**config.mk**
```make
export PLATFORM = sky130hd
export DESIGN_NAME = chm_mod
export DESIGN_NICKNAME = d
export VERILOG_FILES = /design/src/sv/chm_mod.sv
export SDC_FILE = /design/constraint.sdc
export NUM_CORES = 1
export LEC_CHECK = 0
export ABC_AREA = 1
export BUFFER_PORTS_ARGS = -buffer_cell sky130_fd_sc_hd__buf_4
export CAP_MARGIN = 20
export CORE_ASPECT_RATIO = 0.6
export CORE_UTILIZATION = 51
export DETAILED_ROUTE_END_ITERATION = 10
export MAX_ROUTING_LAYER = met4
export PLACE_DENSITY = 0.77
export SLEW_MARGIN = 20
export SYNTH_ARGS = -nofsm -noshare
export SYNTH_HDL_FRONTEND = slang
export SYNTH_SLANG_ARGS = --single-unit
```
**constraint.sdc**
```tcl
create_clock -name clk -period 1.8 [get_ports clk]
set_clock_uncertainty 0.15 [all_clocks]
set_input_delay 0.36 -clock clk [delete_from_list [all_inputs] [get_ports clk]]
set_output_delay 0.36 -clock clk [all_outputs]
set_load 0.005 [all_outputs]
```
**src/sv/chm_mod.sv**
```systemverilog
// Iterative key mod n, one quotient bit per cycle (restoring division).
module chm_mod (
  input  logic        clk,
  input  logic        rst_n,
  input  logic        start,
  input  logic [31:0] key,
  input  logic [16:0] divisor,
  output logic        done,
  output logic [16:0] rem
);
  logic [31:0] key_r, key_nxt;
  logic [17:0] rem_r, rem_nxt;
  logic [5:0]  cnt_r, cnt_nxt;
  logic        run_r, run_nxt;
  logic        done_r, done_nxt;
  logic [17:0] trial;

  always_comb begin
    key_nxt  = key_r;
    rem_nxt  = rem_r;
    cnt_nxt  = cnt_r;
    run_nxt  = run_r;
    done_nxt = 1'b0;
    trial    = {rem_r[16:0], key_r[31]};
    if (start) begin
      key_nxt = key;
      rem_nxt = '0;
      cnt_nxt = 6'd0;
      run_nxt = 1'b1;
    end else if (run_r) begin
      // shift one key bit in, subtract when it fits
      key_nxt = {key_r[30:0], 1'b0};
      rem_nxt = (trial >= {1'b0, divisor}) ? trial - {1'b0, divisor} : trial;
      cnt_nxt = cnt_r + 6'd1;
      if (cnt_r == 6'd31) begin
        run_nxt  = 1'b0;
        done_nxt = 1'b1;
      end
    end
  end

  always_ff @(posedge clk) begin
    if (!rst_n) begin
      run_r  <= 1'b0;
      done_r <= 1'b0;
      cnt_r  <= '0;
    end else begin
      run_r  <= run_nxt;
      done_r <= done_nxt;
      cnt_r  <= cnt_nxt;
    end
    key_r <= key_nxt;
    rem_r <= rem_nxt;
  end

  assign done = done_r;
  assign rem  = rem_r[16:0];
endmodule

```
After elaboration in Yosys (flattened, before gate mapping)

Index checks and enable logic that the tools add are counted.

Bits in registers: 57
Input port bits: 52
Output and inout port bits: 18
Word-level logic and storage cells: 21

Add/sub/neg operators: 2
$lt $le $gt $ge: 1
Equal/unequal tests: 1
Muxes and demuxes: 7
Bitwise gates (word level): 2
Reductions and logical operators: 3

Operator list:

| operator                                                              | count |
|---|---|
| 32-bit two-way mux                                                    | 2 |
| 18-bit by 17-bit >= comparator with 1-bit output                      | 1 |
| 17-bit two-way mux                                                    | 1 |
| 17-bit subtractor                                                     | 1 |
| 6-bit by 1-bit adder with 6-bit output, second input constant         | 1 |
| 6-bit by 5-bit equality test with 1-bit output, second input constant | 1 |
| 1-bit two-way mux                                                     | 4 |
| 3-bit OR reduction                                                    | 1 |
| 1-bit NOT                                                             | 2 |
| 2-bit nonzero test                                                    | 1 |
| 2-bit OR reduction                                                    | 1 |

Longest topological paths before layout

Word-level depth: 4
Depth in mapped cells: 14
Mapped depth without buffers: 14

Least setup slack after synthesis

No wires, ideal clock.

Path kind: register -> register
Start: reg key_r[31]
End: reg rem_r[11]
Setup time: 112 ps
Data arrival time: 1737 ps
Slack: -200 ps
Stages on the path, launching flop included: 12
Buffers on the path: 1
Path through: edfxtp_1 -> inv_1 -> ha_1 -> inv_1 -> fa_1 -> nand3_1 -> nand3_2 -> nand2_4 -> buf_2 -> nand3b_1 -> nand3_2 -> nand2_1

Longest elaborated chain between the ends: 2
Elaborated cells between the ends (all ways): 3
Those cells by class: add/sub: 1; order compare: 1; mux: 1

RTL lines:

| what                                                                                  | line | text |
|---|---|---|
| start: declaration                                                                    | 11   | `logic [31:0] key_r, key_nxt;` |
| start signal: assignment                                                              | 52   | `key_r <= key_nxt;` |
| 17-bit subtractor or 18-bit by 17-bit >= comparator with 1-bit output (tied branches) | 33   | `rem_nxt = (trial >= {1'b0, divisor}) ? trial - {1'b0, divisor} : trial;` |
| 17-bit two-way mux (*)                                                                | 33   |  |
| end signal: assignment                                                                | 53   | `rem_r <= rem_nxt;` |
| end: declaration                                                                      | 12   | `logic [17:0] rem_r, rem_nxt;` |

Mark *: on every way between the ends. The rest lies on a longest branch, timed or not.
A chain may end at the register's enable or synchronous reset.

Worst setup path after layout

Start: reg key_r[31]
End: reg rem_r[0]

Same word-level chain as after synthesis.

==> metrics.md <==
| Metric | Value |
|---|---|
| Status | `finished with violations` |
| Failing checks | `DRC, setup timing` |
| Crit path kind | `flop to flop` |
| Finish-stage setup viols | `17` |
| Die Y-Extent | `68.2 um` |
| Worst slew pin tran | `0.372 ns` |
| Most frequent cells after synthesis | `nand2_1 (221), inv_1 (78), nand3_1 (37), edfxtp_1 (32), dfxtp_1 (25)` |
| Synth Area per Inst | `7.06 um^2` |
| Num CTS Buffers | `9` |
| Overall power | `3910 uW` |
| Post-synth EDFFs | `32` |
| DP Area | `4990 um^2` |
| Pre-CTS worst setup slack | `-0.402 ns` |
| FILL cells | `441` |
| Ranking of synthesized cells by area | `edfxtp_1 (26%), nand2_1 (22%), dfxtp_1 (13%)` |
| Placed cells | `736` |
| Max FO, Critical Path | `11` |
| Fin. Hold Viols | `0` |
| Synth Flop Type | `edfxtp_1` |
| Launch point of the worst path | `key_r[31]` |
| Die area | `7660 um^2` |
| Wl on met1 | `5210 um` |
| Core footprint | `6880 um^2` |
| Ys async rst share | `0%` |
| Fin area | `5560 um^2` |
| Metal2 WL | `4960 um` |
| Grt ovf | `0` |
| Largest net degree at the start of global routing | `29` |
| CTS Hold Buffers Added | `0` |
| Routed Antenna Nets | `0` |
| FF-to-FF Start | `key_r[31]` |
| Root Buffer | `clkbuf_16` |
| Nets@finish | `742` |
| Highest Signal Layer | `met4` |
| FF+latch count, synth | `57` |
| R2R Path End | `rem_r[0]` |
| Period utilization | `116%` |
| Max Buffers Root-to-Sink | `2` |
| Syn Nets | `599` |
| Worst hold start | `key[0]` |
| P_leak | `0.00292 uW` |
| Post-Route WL | `11300 um` |
| Boundary pin count | `70` |
| Clock Sinks | `57` |
| Fmax | `0.480 GHz` |
| Worst rel slew slack | `75.2%` |
| Total of max-cap violations | `0` |
| Initial DRC count | `283` |
| Synthesized cell area | `3730 um^2` |
| Cell taking the most area after synthesis | `edfxtp_1` |
| Clk slew on worst S/H paths | `0.05 ns` |
| Final worst setup slack | `-0.283 ns` |
| CP Data Required Time | `1.87 ns` |
| Dpl hpwl | `7660 um` |
| Post-synth cell types | `32` |
| Starting Density | `54.2%` |
| Max-slew violations | `0` |
| R2R Setup Slk | `-0.28 ns` |
| Vias in the first global route | `3504` |
| Yosys warnings | `0` |
| Worst VDD drop | `0.529 mV` |
| H-tree depth | `3` |
| Pwr/cell area | `702 nW/um^2` |
| Global placer's final weighted congestion | `0.960` |
| WP data arrival | `2.15 ns` |
| Most numerous cell in the Yosys netlist | `nand2_1` |
| Mapped Cells | `528` |
| Drt pass-1 iters | `8` |
| Non-Filler Instances | `763` |
| DRC viols | `3` |
| Via-to-Cell Ratio | `5.14` |
| IO buf count | `69` |
| Worst setup EP type | `flop` |
| Share of the yosys chip area belonging to registers | `39.2%` |
| Met3 Routed Length | `863 um` |
| First-pass GRT wire length | `17000 um` |
| Number of diodes | `0` |
| Drt wl/cell | `14.8 um` |
| Routed vias | `3925` |
| Share of the synthesized area in the top cell type | `25.8%` |
| Share of cells above drive strength 1 | `35.9%` |
| Die width | `112 um` |
| Initial antenna violation count | `0` |
| Area grow syn2layout | `49.3%` |
| RSZ-0062 raised after global routing | `true` |
| Startpoint types | `flop` |
| FP Rows | `23` |
| Clk_lat worst skew | `0.33 ns` |
| Worst reg2reg path depth | `11` |
| Worst setup path end | `rem_r[0]` |
| CTS tree | `yes` |
| Crit path time final | `2.08 ns` |
| Min-Delay Path Class | `primary input to flop` |
| GRT Total Usage | `30.7%` |
## worst min-delay path by stage
stage,slack (ns),depth (start not counted),end
after global placement,0.32,2,cnt_r[2]
after floorplan,0.30,1,cnt_r[0]
after global routing,0.15,3,key_r[30]
after CTS,0.14,3,key_r[0]
after detailed placement,0.33,1,cnt_r[0]
final,0.14,3,key_r[0]
## repair_timing
action | CTS | global route
hold endpoints to repair | 0 | 0
buffers inserted | 11 | 1
setup endpoints to repair | 17 | 17
gates resized for setup | 15 | 27
pin swaps | 9 | 13
## area by class of cell
cell class                 count  area, um^2  share of cell area (%)
multi-input combinational    373        2240                    40.2
sequential                    57        1460                    26.3
clock inverter                 5        81.3                    1.46
tap                           87         109                    1.96
clock buffer                  11         233                    4.18
timing repair buffer         144        1110                    20.0
inverter                      86         327                    5.87
## placed cells by master (no fill, tap or decap), drive strengths merged, types with 3 or more instances in the layout
cell,instances
xnor2,4
clkinv,3
nand3,48
dfxtp,25
inv,84
nand3b,8
a21oi,12
ha,18
nor3,7
clkbuf,11
edfxtp,32
o21ai,10
xor2,3
buf,144
nand2,229
nor2,25
nand4,3
## layer usage
metal	up-vias	global-route usage [%]
li1	1935	-
met1	1788	40.3
met2	178	47.2
met3	24	7.44
met4	0	10.0
met5	-	-
## state kept, by name (all words and copies together), names as in the netlist
register,count
run_r,1
key_r,32
done,1
cnt_r,6
rem_r,17
## worst max-delay path: stages (launching register included)
cell and delay (ns):
edfxtp_1 0.40, inv_2 0.10, ha_4 0.13, inv_2 0.04
fa_2 0.37, nand3_2 0.11, nand3_2 0.11, nand2_4 0.15
buf_12 0.15, nand3_2 0.10, nand3_2 0.08, o21ai_1 0.07
## metrics by stage
step           hold WS [ns]  util, %  setup TNS, ns
2_1_floorplan         0.304        -          -2.97
3_3_place_gp          0.318     72.6          -4.88
3_5_place_dp          0.327     72.6          -5.29
4_1_cts               0.141     79.2          -3.63
5_1_grt               0.146     80.9          -5.24
6_report              0.141     80.9          -4.23
## kinds of logic (layout without fill, tap and decap cells)
group	Yosys count	count (layout)	synth area share, %
AND/OR/NAND/NOR	324	324	38.9
AO/OA/AOI/OAI	23	23	3.16
XOR/XNOR	7	7	1.65
adder cells (fa/ha/maj)	19	19	6.58
buffers and inverters	98	246	10.5
flip-flops	57	57	39.2
## power breakdown
group | total [uW] | switching [uW] | internal (uW)
logic | 580 | 307 | 273
registers | 1500 | 28.8 | 1480
clock network | 1820 | 611 | 1210
total | 3910 | 947 | 2960
Power figures use the tool's default switching activity.
